## config.mk

```make
export PLATFORM = sky130hd
export DESIGN_NAME = floppy_track_format_parser_core
export DESIGN_NICKNAME = d
export VERILOG_FILES = /design/src/rtl/ftfp_pkg.sv /design/src/rtl/ftfp_cfg.sv /design/src/rtl/ftfp_parser.sv /design/src/rtl/ftfp_outq.sv /design/src/rtl/floppy_track_format_parser_core.sv
export SDC_FILE = /design/constraint.sdc
export NUM_CORES = 1
export LEC_CHECK = 0
export ABC_AREA = 1
export ABC_CLOCK_PERIOD_IN_PS = 3200
export BUFFER_PORTS_ARGS = -buffer_cell sky130_fd_sc_hd__buf_2
export CAP_MARGIN = 20
export CORE_MARGIN = 5
export CORE_UTILIZATION = 55
export DETAILED_ROUTE_END_ITERATION = 8
export MAX_ROUTING_LAYER = met4
export PLACE_DENSITY_LB_ADDON = 0.2
export SETUP_SLACK_MARGIN = 0.15
export SYNTH_ARGS = -nofsm -noshare
export SYNTH_HDL_FRONTEND = slang
export SYNTH_SLANG_ARGS = --single-unit
```

## constraint.sdc

```tcl
create_clock -name i_clk -period 3.2 [get_ports i_clk]
set_input_delay 0.32 -clock i_clk [delete_from_list [all_inputs] [get_ports i_clk]]
set_output_delay 0.32 -clock i_clk [all_outputs]
set_load 0.005 [all_outputs]
```

## src/rtl/ftfp_pkg.sv

```systemverilog
// Shared types, constants and codes for the floppy track format parser.
`timescale 1ns / 1ps
`default_nettype none

package ftfp_pkg;

    localparam int SECTOR_BYTES    = 256;
    localparam int SIMPLE_SECTORS  = 10;
    localparam int DIRECTORY_TRACK = 17;

    localparam int DLEFT_W  = $clog2(SECTOR_BYTES + 1);
    localparam int BUDGET_W = 14;
    localparam int CFG_IDX_W  = 3;
    localparam int CFG_DATA_W = 14;
    localparam logic [BUDGET_W-1:0] TRACK_LENGTH_RESET = 14'd3125;

    localparam logic [7:0] MARK_INDEX     = 8'hFC;
    localparam logic [7:0] MARK_ID        = 8'hFE;
    localparam logic [7:0] MARK_DATA      = 8'hF8;
    localparam logic [7:0] MARK_DATA_MASK = 8'hFC;
    localparam logic [1:0] MARK_NORMAL    = 2'b11;
    localparam logic [7:0] CRC_BYTE       = 8'hF7;
    localparam logic [7:0] SIZE_CODE      = 8'h01;

    localparam logic [7:0] FLAG_DENSITY = 8'h80;
    localparam logic [7:0] FLAG_DIR     = 8'h20;
    localparam logic [7:0] FLAG_SIDE    = 8'h10;
    localparam logic [7:0] FLAG_CRC     = 8'h08;

    localparam logic [CFG_IDX_W-1:0] CFG_PHYS_TRACK   = 3'd0;
    localparam logic [CFG_IDX_W-1:0] CFG_HEAD_SIDE    = 3'd1;
    localparam logic [CFG_IDX_W-1:0] CFG_DOUBLE_DENS  = 3'd2;
    localparam logic [CFG_IDX_W-1:0] CFG_SIMPLE_IMAGE = 3'd3;
    localparam logic [CFG_IDX_W-1:0] CFG_TRACK_LENGTH = 3'd4;

    typedef enum logic [0:0] {
        OP_START = 1'b0,
        OP_BYTE  = 1'b1
    } t_opcode;

    typedef enum logic [2:0] {
        EV_NONE   = 3'd0,
        EV_DATA   = 3'd1,
        EV_HEADER = 3'd2,
        EV_DONE   = 3'd3,
        EV_ERROR  = 3'd4
    } t_event;

    typedef enum logic [3:0] {
        ERR_NONE    = 4'd0,
        ERR_TRACK   = 4'd1,
        ERR_HEAD    = 4'd2,
        ERR_SIZE    = 4'd3,
        ERR_SIDED   = 4'd4,
        ERR_DENSITY = 4'd5,
        ERR_SECTOR  = 4'd6,
        ERR_DIR     = 4'd7,
        ERR_CRC     = 4'd8
    } t_error;

    typedef struct packed {
        logic [6:0]          physical_track;
        logic                head_side;
        logic                double_density;
        logic                simple_image;
        logic [BUDGET_W-1:0] track_length;
    } t_cfg;

    typedef struct packed {
        t_event     event_res;
        logic [7:0] store_byte;
        logic [7:0] byte_index;
        logic [7:0] id_track;
        logic [7:0] id_sector;
        logic [7:0] id_flags;
        t_error     error_code;
        logic       busy_res;
    } t_result;

endpackage

`default_nettype wire

```

## src/rtl/ftfp_cfg.sv

```systemverilog
// Configuration register bank of the track format parser.
`timescale 1ns / 1ps
`default_nettype none

module ftfp_cfg (
    input  wire                               i_clk,
    input  wire                               i_rst_n,
    input  wire                               i_wr,
    input  wire  [ftfp_pkg::CFG_IDX_W-1:0]    i_idx,
    input  wire  [ftfp_pkg::CFG_DATA_W-1:0]   i_data,
    output ftfp_pkg::t_cfg                    o_cfg
);
    import ftfp_pkg::*;

    t_cfg r_cfg;

    always_ff @(posedge i_clk) begin
        if (!i_rst_n) begin
            r_cfg.physical_track <= '0;
            r_cfg.head_side      <= 1'b0;
            r_cfg.double_density <= 1'b0;
            r_cfg.simple_image   <= 1'b0;
            r_cfg.track_length   <= TRACK_LENGTH_RESET;
        end else if (i_wr) begin
            case (i_idx)
                CFG_PHYS_TRACK:   r_cfg.physical_track <= i_data[6:0];
                CFG_HEAD_SIDE:    r_cfg.head_side      <= i_data[0];
                CFG_DOUBLE_DENS:  r_cfg.double_density <= i_data[0];
                CFG_SIMPLE_IMAGE: r_cfg.simple_image   <= i_data[0];
                CFG_TRACK_LENGTH: r_cfg.track_length   <= i_data[BUDGET_W-1:0];
                default: begin
                end
            endcase
        end
    end

    assign o_cfg = r_cfg;

endmodule

`default_nettype wire

```

## src/rtl/ftfp_parser.sv

```systemverilog
// Parse state machine: consumes one request per cycle while i_accept is high and forms its result.
`timescale 1ns / 1ps
`default_nettype none

module ftfp_parser (
    input  wire                  i_clk,
    input  wire                  i_rst_n,
    input  ftfp_pkg::t_cfg       i_cfg,
    input  wire                  i_accept,
    input  wire                  i_opcode,
    input  wire  [7:0]           i_data_byte,
    output ftfp_pkg::t_result    o_result
);
    import ftfp_pkg::*;

    typedef enum logic [3:0] {
        ST_GAP0    = 4'd0,
        ST_GAP1    = 4'd1,
        ST_TRACKID = 4'd2,
        ST_HEADID  = 4'd3,
        ST_SECID   = 4'd4,
        ST_SIZEID  = 4'd5,
        ST_GAP2    = 4'd6,
        ST_DATA    = 4'd7,
        ST_DCRC    = 4'd8,
        ST_DONE    = 4'd15
    } t_state;

    t_state              r_state, n_state;
    logic [BUDGET_W-1:0] r_raw_left, n_raw_left;
    logic [DLEFT_W-1:0]  r_data_left, n_data_left;
    logic [7:0]          r_hdr_track, n_hdr_track;
    logic [7:0]          r_hdr_sector, n_hdr_sector;
    logic [7:0]          r_hdr_flags, n_hdr_flags;
    t_result             res;
    logic [DLEFT_W-1:0]  idx_full;
    logic [BUDGET_W-1:0] raw_dec;
    logic                fail;
    t_error              fail_code;

    always_comb begin
        n_state      = r_state;
        n_raw_left   = r_raw_left;
        n_data_left  = r_data_left;
        n_hdr_track  = r_hdr_track;
        n_hdr_sector = r_hdr_sector;
        n_hdr_flags  = r_hdr_flags;
        res          = '0;
        res.event_res  = EV_NONE;
        res.error_code = ERR_NONE;
        fail      = 1'b0;
        fail_code = ERR_NONE;
        idx_full  = DLEFT_W'(SECTOR_BYTES) - r_data_left;
        raw_dec   = r_raw_left - BUDGET_W'(1);

        if (i_opcode == OP_START) begin
            n_raw_left  = i_cfg.track_length;
            n_data_left = '0;
            n_state     = ST_GAP0;
        end else if (r_state != ST_DONE) begin
            if (r_raw_left == '0) begin
                n_state       = ST_DONE;
                n_data_left   = '0;
                res.event_res = EV_DONE;
            end else begin
                n_raw_left = raw_dec;
                case (r_state)
                    ST_GAP0: begin
                        if (i_data_byte == MARK_INDEX) begin
                            n_state = ST_GAP1;
                        end else if (i_data_byte == MARK_ID) begin
                            n_state = ST_TRACKID;
                        end
                    end
                    ST_GAP1: begin
                        if (i_data_byte == MARK_ID) begin
                            n_state = ST_TRACKID;
                        end
                    end
                    ST_TRACKID: begin
                        n_hdr_track = i_data_byte;
                        if (i_data_byte != {1'b0, i_cfg.physical_track}) begin
                            fail      = 1'b1;
                            fail_code = ERR_TRACK;
                        end else begin
                            n_state = ST_HEADID;
                        end
                    end
                    ST_HEADID: begin
                        if (i_cfg.simple_image && i_data_byte != 8'd0) begin
                            fail      = 1'b1;
                            fail_code = ERR_SIDED;
                        end else if (i_cfg.simple_image && i_cfg.double_density) begin
                            fail      = 1'b1;
                            fail_code = ERR_DENSITY;
                        end else if (!i_cfg.simple_image
                                     && i_data_byte != {7'd0, i_cfg.head_side}) begin
                            fail      = 1'b1;
                            fail_code = ERR_HEAD;
                        end else begin
                            n_hdr_flags = ((i_data_byte != 8'd0) ? FLAG_SIDE : 8'd0)
                                        | (i_cfg.double_density ? FLAG_DENSITY : 8'd0);
                            n_state = ST_SECID;
                        end
                    end
                    ST_SECID: begin
                        n_hdr_sector = i_data_byte;
                        if (i_cfg.simple_image && i_data_byte >= 8'(SIMPLE_SECTORS)) begin
                            fail      = 1'b1;
                            fail_code = ERR_SECTOR;
                        end else begin
                            n_state = ST_SIZEID;
                        end
                    end
                    ST_SIZEID: begin
                        if (i_data_byte != SIZE_CODE) begin
                            fail      = 1'b1;
                            fail_code = ERR_SIZE;
                        end else begin
                            n_state = ST_GAP2;
                        end
                    end
                    ST_GAP2: begin
                        if ((i_data_byte & MARK_DATA_MASK) == MARK_DATA) begin
                            if (i_data_byte[1:0] != MARK_NORMAL && i_cfg.simple_image
                                && i_cfg.physical_track != 7'(DIRECTORY_TRACK)) begin
                                fail      = 1'b1;
                                fail_code = ERR_DIR;
                            end else begin
                                if (i_data_byte[1:0] != MARK_NORMAL) begin
                                    n_hdr_flags = r_hdr_flags | FLAG_DIR;
                                end
                                n_data_left = DLEFT_W'(SECTOR_BYTES);
                                n_state     = ST_DATA;
                            end
                        end
                    end
                    ST_DATA: begin
                        res.event_res  = EV_DATA;
                        res.store_byte = i_data_byte;
                        res.byte_index = idx_full[7:0];
                        if (r_data_left != '0) begin
                            n_data_left = r_data_left - DLEFT_W'(1);
                        end
                        if (r_data_left <= DLEFT_W'(1)) begin
                            n_state = ST_DCRC;
                        end
                    end
                    ST_DCRC: begin
                        if (i_data_byte != CRC_BYTE && i_cfg.simple_image) begin
                            fail      = 1'b1;
                            fail_code = ERR_CRC;
                        end else begin
                            if (i_data_byte == CRC_BYTE) begin
                                if (raw_dec != '0) begin
                                    n_raw_left = raw_dec - BUDGET_W'(1);
                                end
                            end else begin
                                n_hdr_flags = r_hdr_flags | FLAG_CRC;
                            end
                            res.event_res = EV_HEADER;
                            res.id_track  = r_hdr_track;
                            res.id_sector = r_hdr_sector;
                            res.id_flags  = n_hdr_flags;
                            n_state       = ST_GAP1;
                        end
                    end
                    default: begin
                        n_state       = ST_DONE;
                        res.event_res = EV_DONE;
                    end
                endcase
                if (fail) begin
                    res.event_res  = EV_ERROR;
                    res.error_code = fail_code;
                    n_state        = ST_DONE;
                    n_raw_left     = '0;
                    n_data_left    = '0;
                end
            end
        end
        res.busy_res = (n_state != ST_DONE);
    end

    always_ff @(posedge i_clk) begin
        if (!i_rst_n) begin
            r_state      <= ST_DONE;
            r_raw_left   <= '0;
            r_data_left  <= '0;
            r_hdr_track  <= '0;
            r_hdr_sector <= '0;
            r_hdr_flags  <= '0;
        end else if (i_accept) begin
            r_state      <= n_state;
            r_raw_left   <= n_raw_left;
            r_data_left  <= n_data_left;
            r_hdr_track  <= n_hdr_track;
            r_hdr_sector <= n_hdr_sector;
            r_hdr_flags  <= n_hdr_flags;
        end
    end

    assign o_result = res;

    a_err_ends: assert property (@(posedge i_clk) disable iff (!i_rst_n)
        i_accept && res.event_res == EV_ERROR |=> r_state == ST_DONE && r_raw_left == '0)
        else $error("error result did not end the format");

    a_data_in_range: assert property (@(posedge i_clk) disable iff (!i_rst_n)
        r_state == ST_DATA |-> r_data_left != '0 && r_data_left <= DLEFT_W'(SECTOR_BYTES))
        else $error("sector byte count out of range in data phase");

    a_busy_match: assert property (@(posedge i_clk) disable iff (!i_rst_n)
        i_accept |=> (r_state != ST_DONE) == $past(res.busy_res))
        else $error("busy flag disagrees with parse state");

endmodule

`default_nettype wire

```

## src/rtl/ftfp_outq.sv

```systemverilog
// Two-entry result queue that decouples the parser from the result channel.
`timescale 1ns / 1ps
`default_nettype none

module ftfp_outq (
    input  wire                  i_clk,
    input  wire                  i_rst_n,
    input  wire                  i_push,
    input  ftfp_pkg::t_result    i_result,
    output logic                 o_full,
    output logic                 o_valid,
    input  wire                  i_stall,
    output ftfp_pkg::t_result    o_result
);
    import ftfp_pkg::*;

    t_result    r_mem [2];
    logic       r_wr, r_rd;
    logic [1:0] r_cnt, n_cnt;
    logic       pop;

    assign pop = o_valid && !i_stall;

    always_comb begin
        n_cnt = r_cnt;
        if (i_push && !pop) begin
            n_cnt = r_cnt + 2'd1;
        end else if (pop && !i_push) begin
            n_cnt = r_cnt - 2'd1;
        end
    end

    always_ff @(posedge i_clk) begin
        if (!i_rst_n) begin
            r_wr  <= 1'b0;
            r_rd  <= 1'b0;
            r_cnt <= 2'd0;
        end else begin
            if (i_push) begin
                r_wr <= ~r_wr;
            end
            if (pop) begin
                r_rd <= ~r_rd;
            end
            r_cnt <= n_cnt;
        end
    end

    always_ff @(posedge i_clk) begin
        if (i_push) begin
            r_mem[r_wr] <= i_result;
        end
    end

    assign o_full   = (r_cnt == 2'd2);
    assign o_valid  = (r_cnt != 2'd0);
    assign o_result = r_mem[r_rd];

    a_cnt_bound: assert property (@(posedge i_clk) disable iff (!i_rst_n)
        r_cnt != 2'd3)
        else $error("result queue count overflow");

    a_no_push_full: assert property (@(posedge i_clk) disable iff (!i_rst_n)
        o_full |-> !i_push)
        else $error("request taken while result queue is full");

    a_ptr_count: assert property (@(posedge i_clk) disable iff (!i_rst_n)
        (r_wr == r_rd) == (r_cnt == 2'd0 || r_cnt == 2'd2))
        else $error("result queue pointers disagree with count");

endmodule

`default_nettype wire

```

## src/rtl/floppy_track_format_parser_core.sv

```systemverilog
// Top level of the floppy write-track format stream parser.
//
//  Channel  | Direction | Handshake               | Payload
//  ---------+-----------+-------------------------+----------------------------------
//  in       | sink      | i_in_valid / o_in_stall | i_opcode, i_data_byte
//  out      | source    | o_out_valid/i_out_stall | o_event_res .. o_busy_res
//  cfg      | sink      | i_cfg_valid/o_cfg_ready | i_cfg_index, i_cfg_data
//
// Each request is parsed in the cycle it is accepted and its result is registered
// in the result queue; one request per cycle is sustained while i_out_stall is low.
// The result side is a two-entry queue, so the input is stalled only when two
// results are waiting.
// Reset is synchronous and active low; the parser comes up idle with no format
// running and the track length set to 3125 bytes.
`timescale 1ns / 1ps
`default_nettype none

module floppy_track_format_parser_core (
    input  wire                              i_clk,
    input  wire                              i_rst_n,
    input  wire                              i_in_valid,
    output logic                             o_in_stall,
    input  wire                              i_opcode,
    input  wire  [7:0]                       i_data_byte,
    output logic                             o_out_valid,
    input  wire                              i_out_stall,
    output logic [2:0]                       o_event_res,
    output logic [7:0]                       o_store_byte,
    output logic [7:0]                       o_byte_index,
    output logic [7:0]                       o_id_track,
    output logic [7:0]                       o_id_sector,
    output logic [7:0]                       o_id_flags,
    output logic [3:0]                       o_error_code,
    output logic                             o_busy_res,
    input  wire                              i_cfg_valid,
    output logic                             o_cfg_ready,
    input  wire  [ftfp_pkg::CFG_IDX_W-1:0]   i_cfg_index,
    input  wire  [ftfp_pkg::CFG_DATA_W-1:0]  i_cfg_data
);
    import ftfp_pkg::*;

    t_cfg    cfg;
    t_result parse_res;
    t_result q_res;
    logic    q_full;
    logic    accept;

    assign o_cfg_ready = 1'b1;
    assign o_in_stall  = q_full;
    assign accept      = i_in_valid && !q_full;

    ftfp_cfg u_cfg (
        .i_clk   (i_clk),
        .i_rst_n (i_rst_n),
        .i_wr    (i_cfg_valid && o_cfg_ready),
        .i_idx   (i_cfg_index),
        .i_data  (i_cfg_data),
        .o_cfg   (cfg)
    );

    ftfp_parser u_parser (
        .i_clk       (i_clk),
        .i_rst_n     (i_rst_n),
        .i_cfg       (cfg),
        .i_accept    (accept),
        .i_opcode    (i_opcode),
        .i_data_byte (i_data_byte),
        .o_result    (parse_res)
    );

    ftfp_outq u_outq (
        .i_clk    (i_clk),
        .i_rst_n  (i_rst_n),
        .i_push   (accept),
        .i_result (parse_res),
        .o_full   (q_full),
        .o_valid  (o_out_valid),
        .i_stall  (i_out_stall),
        .o_result (q_res)
    );

    assign o_event_res  = q_res.event_res;
    assign o_store_byte = q_res.store_byte;
    assign o_byte_index = q_res.byte_index;
    assign o_id_track   = q_res.id_track;
    assign o_id_sector  = q_res.id_sector;
    assign o_id_flags   = q_res.id_flags;
    assign o_error_code = q_res.error_code;
    assign o_busy_res   = q_res.busy_res;

endmodule

`default_nettype wire

```

Word level (Yosys, flattened, before mapping)

Memories as Yosys holds them, arrays and structs flattened. A register that Yosys moved wholly into a read port is not among the register bits.
Cells that the tools add are included.

Bits in writable memories: 96
Bits in registers: 79
Input bits: 31
Memories: 1
Logic and storage cells: 189

Order comparisons: 2
Reductions and logical operators: 38
Muxes and demuxes: 84
Bitwise logic cells: 5
Add/subtract/negate cells: 6
Equality and inequality tests: 38

Memory list:

| name         | depth | width | read ports | clocked after memory_dff | wr ports | line            | source |
|---|---|---|---|---|---|---|---|
| u_outq.r_mem | 2     | 48    | 1          | 1                        | 1        | ftfp_outq.sv:17 | `t_result r_mem [2];` |

Operator list:

| kind                                                | number |
|---|---|
| two-way mux 14 bit                                  | 8 |
| two-way mux 47 bit                                  | 2 |
| two-way mux 4 bit                                   | 22 |
| two-way mux 9 bit                                   | 7 |
| two-way mux 8 bit                                   | 7 |
| two-way mux 24 bit                                  | 2 |
| two-way mux 44 bit                                  | 1 |
| case mux 4 bit (9 select lines)                     | 1 |
| subtractor 14 x 1 -> 14 bit, second input constant  | 2 |
| equality test 8 bit, second input constant          | 3 |
| case mux 4 bit (6 select lines)                     | 1 |
| case mux 8 bit (3 select lines)                     | 1 |
| case mux 9 bit (2 select lines)                     | 1 |
| two-way mux 1 bit                                   | 17 |
| equality test 4 x 3 -> 1 bit, second input constant | 4 |
| two-way mux 16 bit                                  | 1 |
| zero test 14 bit                                    | 1 |
| != test 2 bit, second input constant                | 7 |
| nonzero test 14 bit                                 | 1 |
| two-way mux 3 bit                                   | 4 |
| AND reduction 12 bit                                | 1 |
| logical AND 1 bit                                   | 11 |
| two-way mux 2 bit                                   | 5 |
| != test 5 x 2 -> 1 bit, second input constant       | 2 |
| other kinds (42)                                    | 61 |

Longest topological paths before layout

Depth after elaboration: 14
Mapped depth: 17

Cells and area by module

Synthesis repeated with hierarchy kept, for this count alone.

Cells, all modules: 1007
Area, all modules: 8997.4 sq um

By module, submodules not included:

| module                          | times used | seq. area each (sq um) | area an instance (sq um) | cells each |
|---|---|---|---|---|
| ftfp_parser                     | 1          | 940.9                  | 4195.3                   | 675 |
| ftfp_outq                       | 1          | 2982.9                 | 3774.9                   | 185 |
| ftfp_cfg                        | 1          | 480.5                  | 1006.0                   | 143 |
| floppy_track_format_parser_core | 1          | 0.0                    | 21.3                     | 4 |

Worst setup path before layout

OpenSTA, ideal clock, no wires.

Path kind: reg-to-reg
From: reg u_outq.r_cnt[1]
To: mem u_outq.r_mem[1][0] (netlist name), enable pin
Stages on the path, launching flop included: 4
Data arrival time: 2.431 ns
Required time: 2.753 ns
Slack: 0.321 ns
Buffers on the path: 0
Setup time: 0.447 ns
Cell sequence: dfxtp_1 inv_2 o21ai_1 nor2_1

Cells in the longest elaborated chain, start to end: 5

Ends and longest elaborated chain:

| item                                    | line                                  | source |
|---|---|---|
| start, declared                         | ftfp_outq.sv:19                       | `logic [1:0] r_cnt, n_cnt;` |
| start signal, assigned                  | ftfp_outq.sv:45                       | `r_cnt <= n_cnt;` |
| equality test 2 bit                     | ftfp_outq.sv:55                       | `assign o_full = (r_cnt == 2'd2);` |
| zero test 1 bit                         | floppy_track_format_parser_core.sv:50 | `assign accept = i_in_valid && !q_full;` |
| logical AND 1 bit                       | floppy_track_format_parser_core.sv:50 |  |
| two-way mux 1 bit                       | ftfp_outq.sv:50                       | `if (i_push) begin` |
| two-way mux 1 bit (implied by the code) | ftfp_outq.sv:51                       | `r_mem[r_wr] <= i_result;` |
| end, declared                           | ftfp_outq.sv:17                       |  |

Every way passes these cells.

Final worst setup path

From: reg u_parser.r_raw_left[0]
To: reg u_parser.r_hdr_sector[4]

Cells in the longest elaborated chain, start to end: 3

Ends and longest elaborated chain:

| item                          | line               | source |
|---|---|---|
| start, declared               | ftfp_parser.sv:30  | `logic [BUDGET_W-1:0] r_raw_left, n_raw_left;` |
| start signal, assigned        | ftfp_parser.sv:195 | `r_raw_left <= n_raw_left;` |
| zero test 14 bit              | ftfp_parser.sv:61  | `if (r_raw_left == '0) begin` |
| inverter 1 bit (no line)      | --                 |  |
| AND reduction 5 bit (no line) | --                 |  |
| end signal, assigned          | ftfp_parser.sv:198 | `r_hdr_sector <= n_hdr_sector;` |
| end, declared                 | ftfp_parser.sv:33  | `logic [7:0] r_hdr_sector, n_hdr_sector;` |

Every way passes these cells.
A chain may end at the register's enable or synchronous reset.

==> results.sh <==
export IMPL_postCtsHoldBufs=0
export IMPL_rsz0062_at_grt="no"
export IMPL_outcome="finished, final reports clean"
export IMPL_synth_seq_cells=164
export IMPL_final_setup_skew_ps=9.82
export IMPL_h_tree_depth=4
export IMPL_grt_usage_pct=22.9
export IMPL_relSlewSlack_pct=33.2
export IMPL_fmax_mhz=400
export IMPL_vias=6751
export IMPL_synth_top_cells_by_area="edfxtp_1, dfxtp_1, nand2_1"
export IMPL_viasPerCell=5.48
export IMPL_fin_crit_sh_pct=78.2
export IMPL_avgSynthCellArea_sq_um=8.57
export IMPL_powerDensity_nw_per_um2=741
export IMPL_fill_cells=1275
export IMPL_drtIter0Drc=487
export IMPL_min_path_type="in2reg"
export IMPL_die_w_microns=132
export IMPL_io_pins=82
export IMPL_place_ws_ps=773
export IMPL_grt_max_degree=46
export IMPL_dp_hpwl_microns=13900
export IMPL_insertion_delay_ps=430
export IMPL_clockBufferDepth=2
export IMPL_area_growth_pct=14.0
export IMPL_clk_pin_slew_ps=70
export IMPL_n_antenna_cell=0
export IMPL_initial_utilization_pct=56.3
export IMPL_ir_drop_uv=575
export IMPL_crit_required_ps=3500
export IMPL_port_buffer_count=76
export IMPL_leakagePower_nw=3.89
export IMPL_final_max_slew_viol_count=0
export IMPL_hp_start="i_cfg_data[10]"
export IMPL_crit_arrival_ps=2800
export IMPL_die_area_sq_um=17500
export IMPL_crit_path_end_kind="register"
export IMPL_ant_nets=0
export IMPL_hold_depth=3
export IMPL_synth_distinct_cells=47
export IMPL_cp_max_fo=16
export IMPL_yosysWarnings=0
export IMPL_routed_wl_microns=19300
export IMPL_drtPass1Iterations=5
export IMPL_tritoncts="built"
export IMPL_startpoint_type="register"
export IMPL_finalWorstSetupSlack_ps=699
export IMPL_place_gp_congestion=0.961
export IMPL_ys_async_sr_fraction_pct=0
export IMPL_synth_top_area_cell="edfxtp_1"
export IMPL_syn_area_sq_um=8250
export IMPL_cts_resized=0
export IMPL_r2r_slack_ps=700
export IMPL_clock_sinks=164
export IMPL_drive_gt1_share_pct=19.5
export IMPL_remaining_drc_errors=0
export IMPL_final_hold_viol_count=0
export IMPL_chipHeight_microns=132
export IMPL_synthCells=963
export IMPL_grt_pass1_wl_microns=31700
export IMPL_post_cts_setup_buffers=0
export IMPL_wire_per_inst_microns=15.6
export IMPL_post_route_min_period_ps=2500
export IMPL_rows=44
export IMPL_num_nets_final=1073
export IMPL_min_to="u_cfg.o_cfg[10]$_SDFFE_PN1P_"
export IMPL_r2r_start="u_parser.r_raw_left[0]$_SDFFE_PN0P_"
export IMPL_synth_top_area_share_pct=32.0
export IMPL_grt_overflow_total=0
export IMPL_cts_root_buf="clkbuf_16"
export IMPL_reg2reg_depth=10
export IMPL_r2r_end="u_parser.r_hdr_sector[4]$_SDFFE_PN0P_"
export IMPL_finalSetupViolCount=0
export IMPL_ys_flop_type="edfxtp_1"
export IMPL_fin_tns_setup_ps=0
export IMPL_drv_cap=0
export IMPL_grt_pass1_vias=6460
export IMPL_cts_buffers=17
export IMPL_tightestPinTransition_ps=995
export IMPL_critical_path_class="reg2reg"
export IMPL_cp_startpoint="u_parser.r_raw_left[0]$_SDFFE_PN0P_"
export IMPL_synth_enable_flop_cells=88
export IMPL_antenna_found_initial=0
export IMPL_coreArea_sq_um=14600
export IMPL_synth_seq_area_share_pct=50.5
==> Yosys cell counts (12+ instances only) <==
master and count:
clkbuf_1 17, nand2_1 150, nand3_1 55, mux2_2 44
edfxtp_1 88, nand4_1 17, nor3_1 18, nor2_1 146
dfxtp_1 76, inv_2 12, o21ai_0 63, a21oi_1 80
inv_1 100
==> registers in the layout (all words and copies together) (netlist names), named ones only <==
signal                 cells
u_outq.r_wr                1
u_parser.r_hdr_flags       4
u_cfg.o_cfg               24
u_outq.r_cnt               2
u_parser.r_raw_left       14
u_outq.r_mem              88
u_parser.r_data_left       9
u_outq.r_rd                1
u_parser.r_state           4
u_parser.r_hdr_track       8
u_parser.r_hdr_sector      8
==> power by group <==
group | switching [mW] | internal (mW) | leakage (nW)
clock network | 0.840 | 1.25 | 0.302
registers | 0.170 | 2.53 | 1.47
logic | 1.39 | 0.782 | 2.12
total | 2.40 | 4.57 | 3.89
==> through the flow <==
stage | instance area (sq um) | instances | hold WS [ps] | utilization, % | total power [mW]
6_report | 9410 | 1233 | 100 | 64.2 | 6.97
5_1_grt | 9410 | 1233 | 109 | 64.2 | 7.38
4_1_cts | 9410 | 1233 | 93.8 | 64.2 | 7.00
3_5_place_dp | 8790 | 1201 | 446 | 60.0 | 4.90
3_3_place_gp | 8790 | 1201 | 430 | 60.0 | 4.87
2_1_floorplan | 8260 | 966 | 426 | - | 4.28
==> final cells by class <==
class / count / area [sq um] / area share (%)
sequential: 164 / 4170 / 44.3
multi-input combinational: 655 / 3520 / 37.5
clock buffer: 20 / 479 / 5.10
timing repair buffer: 84 / 440 / 4.68
inverter: 114 / 428 / 4.55
tap: 184 / 230 / 2.45
clock inverter: 12 / 139 / 1.48
==> how the worst max path moves through the flow <==
| stage | to | slack (ps) | depth (start not counted) |
|---|---|---|---|
| floorplan | u_outq.r_mem[1][0]$_DFFE_PP_ | 320 | 3 |
| global placement | u_parser.r_data_left[5]$_SDFFE_PN0P_ | 810 | 17 |
| detailed placement | u_parser.r_hdr_sector[2]$_SDFFE_PN0P_ | 770 | 10 |
| CTS | u_parser.r_hdr_sector[4]$_SDFFE_PN0P_ | 740 | 10 |
| global route | u_parser.r_hdr_sector[2]$_SDFFE_PN0P_ | 450 | 10 |
| finish | u_parser.r_hdr_sector[4]$_SDFFE_PN0P_ | 700 | 10 |
==> critical path: stages (launching register included) <==
cell	delay [ps]
dfxtp_1	410
inv_1	160
ha_1	300
nand2_1	170
nor2_4	70
nand3_1	120
nor2_2	70
inv_2	120
nand3_1	450
o21ai_0	420
a21oi_1	80
==> cells in the final DEF (no fill, tap or decap), drive strengths merged, types with 6 or more instances in the layout <==
cell type,Yosys,final
mux2,44,44
nand2,155,155
clkbuf,17,20
nand3,64,64
ha,6,6
clkinv,2,7
dfxtp,76,76
nand4,19,19
buf,16,84
nor3,22,22
xor2,10,10
a21oi,80,80
inv,112,116
nor2,155,155
o21ai,70,70
edfxtp,88,88
==> logic make-up (layout without fill, tap and decap cells) <==
kind of cell               count (synthesis)  in the layout  synth area share [%]
DFF                                      164            164                  50.5
muxes                                     44             44                  6.01
and+or+nand+nor                          424            424                  23.6
buffers and inverters                    147            230                  7.14
adders and majority gates                  6              6                 0.910
other                                      2              5                0.0910
xor gates and xnor gates                  11             11                  1.17
AOI/OAI and AO/OA                        165            165                  10.6
==> per-layer routing <==
metal  GRT usage (%)  vias to the layer above  part of all wire [%]  wire length [microns]
li1                -                     3390                     -                      -
met1            31.0                     3126                    47                   9080
met2            34.2                      210                    45                   8690
met3            5.16                       25                   6.1                   1180
met4            7.91                        0                   1.7                    327
met5               -                        -                     0                      0
Note: power is estimated with default switching activity, not from simulation.
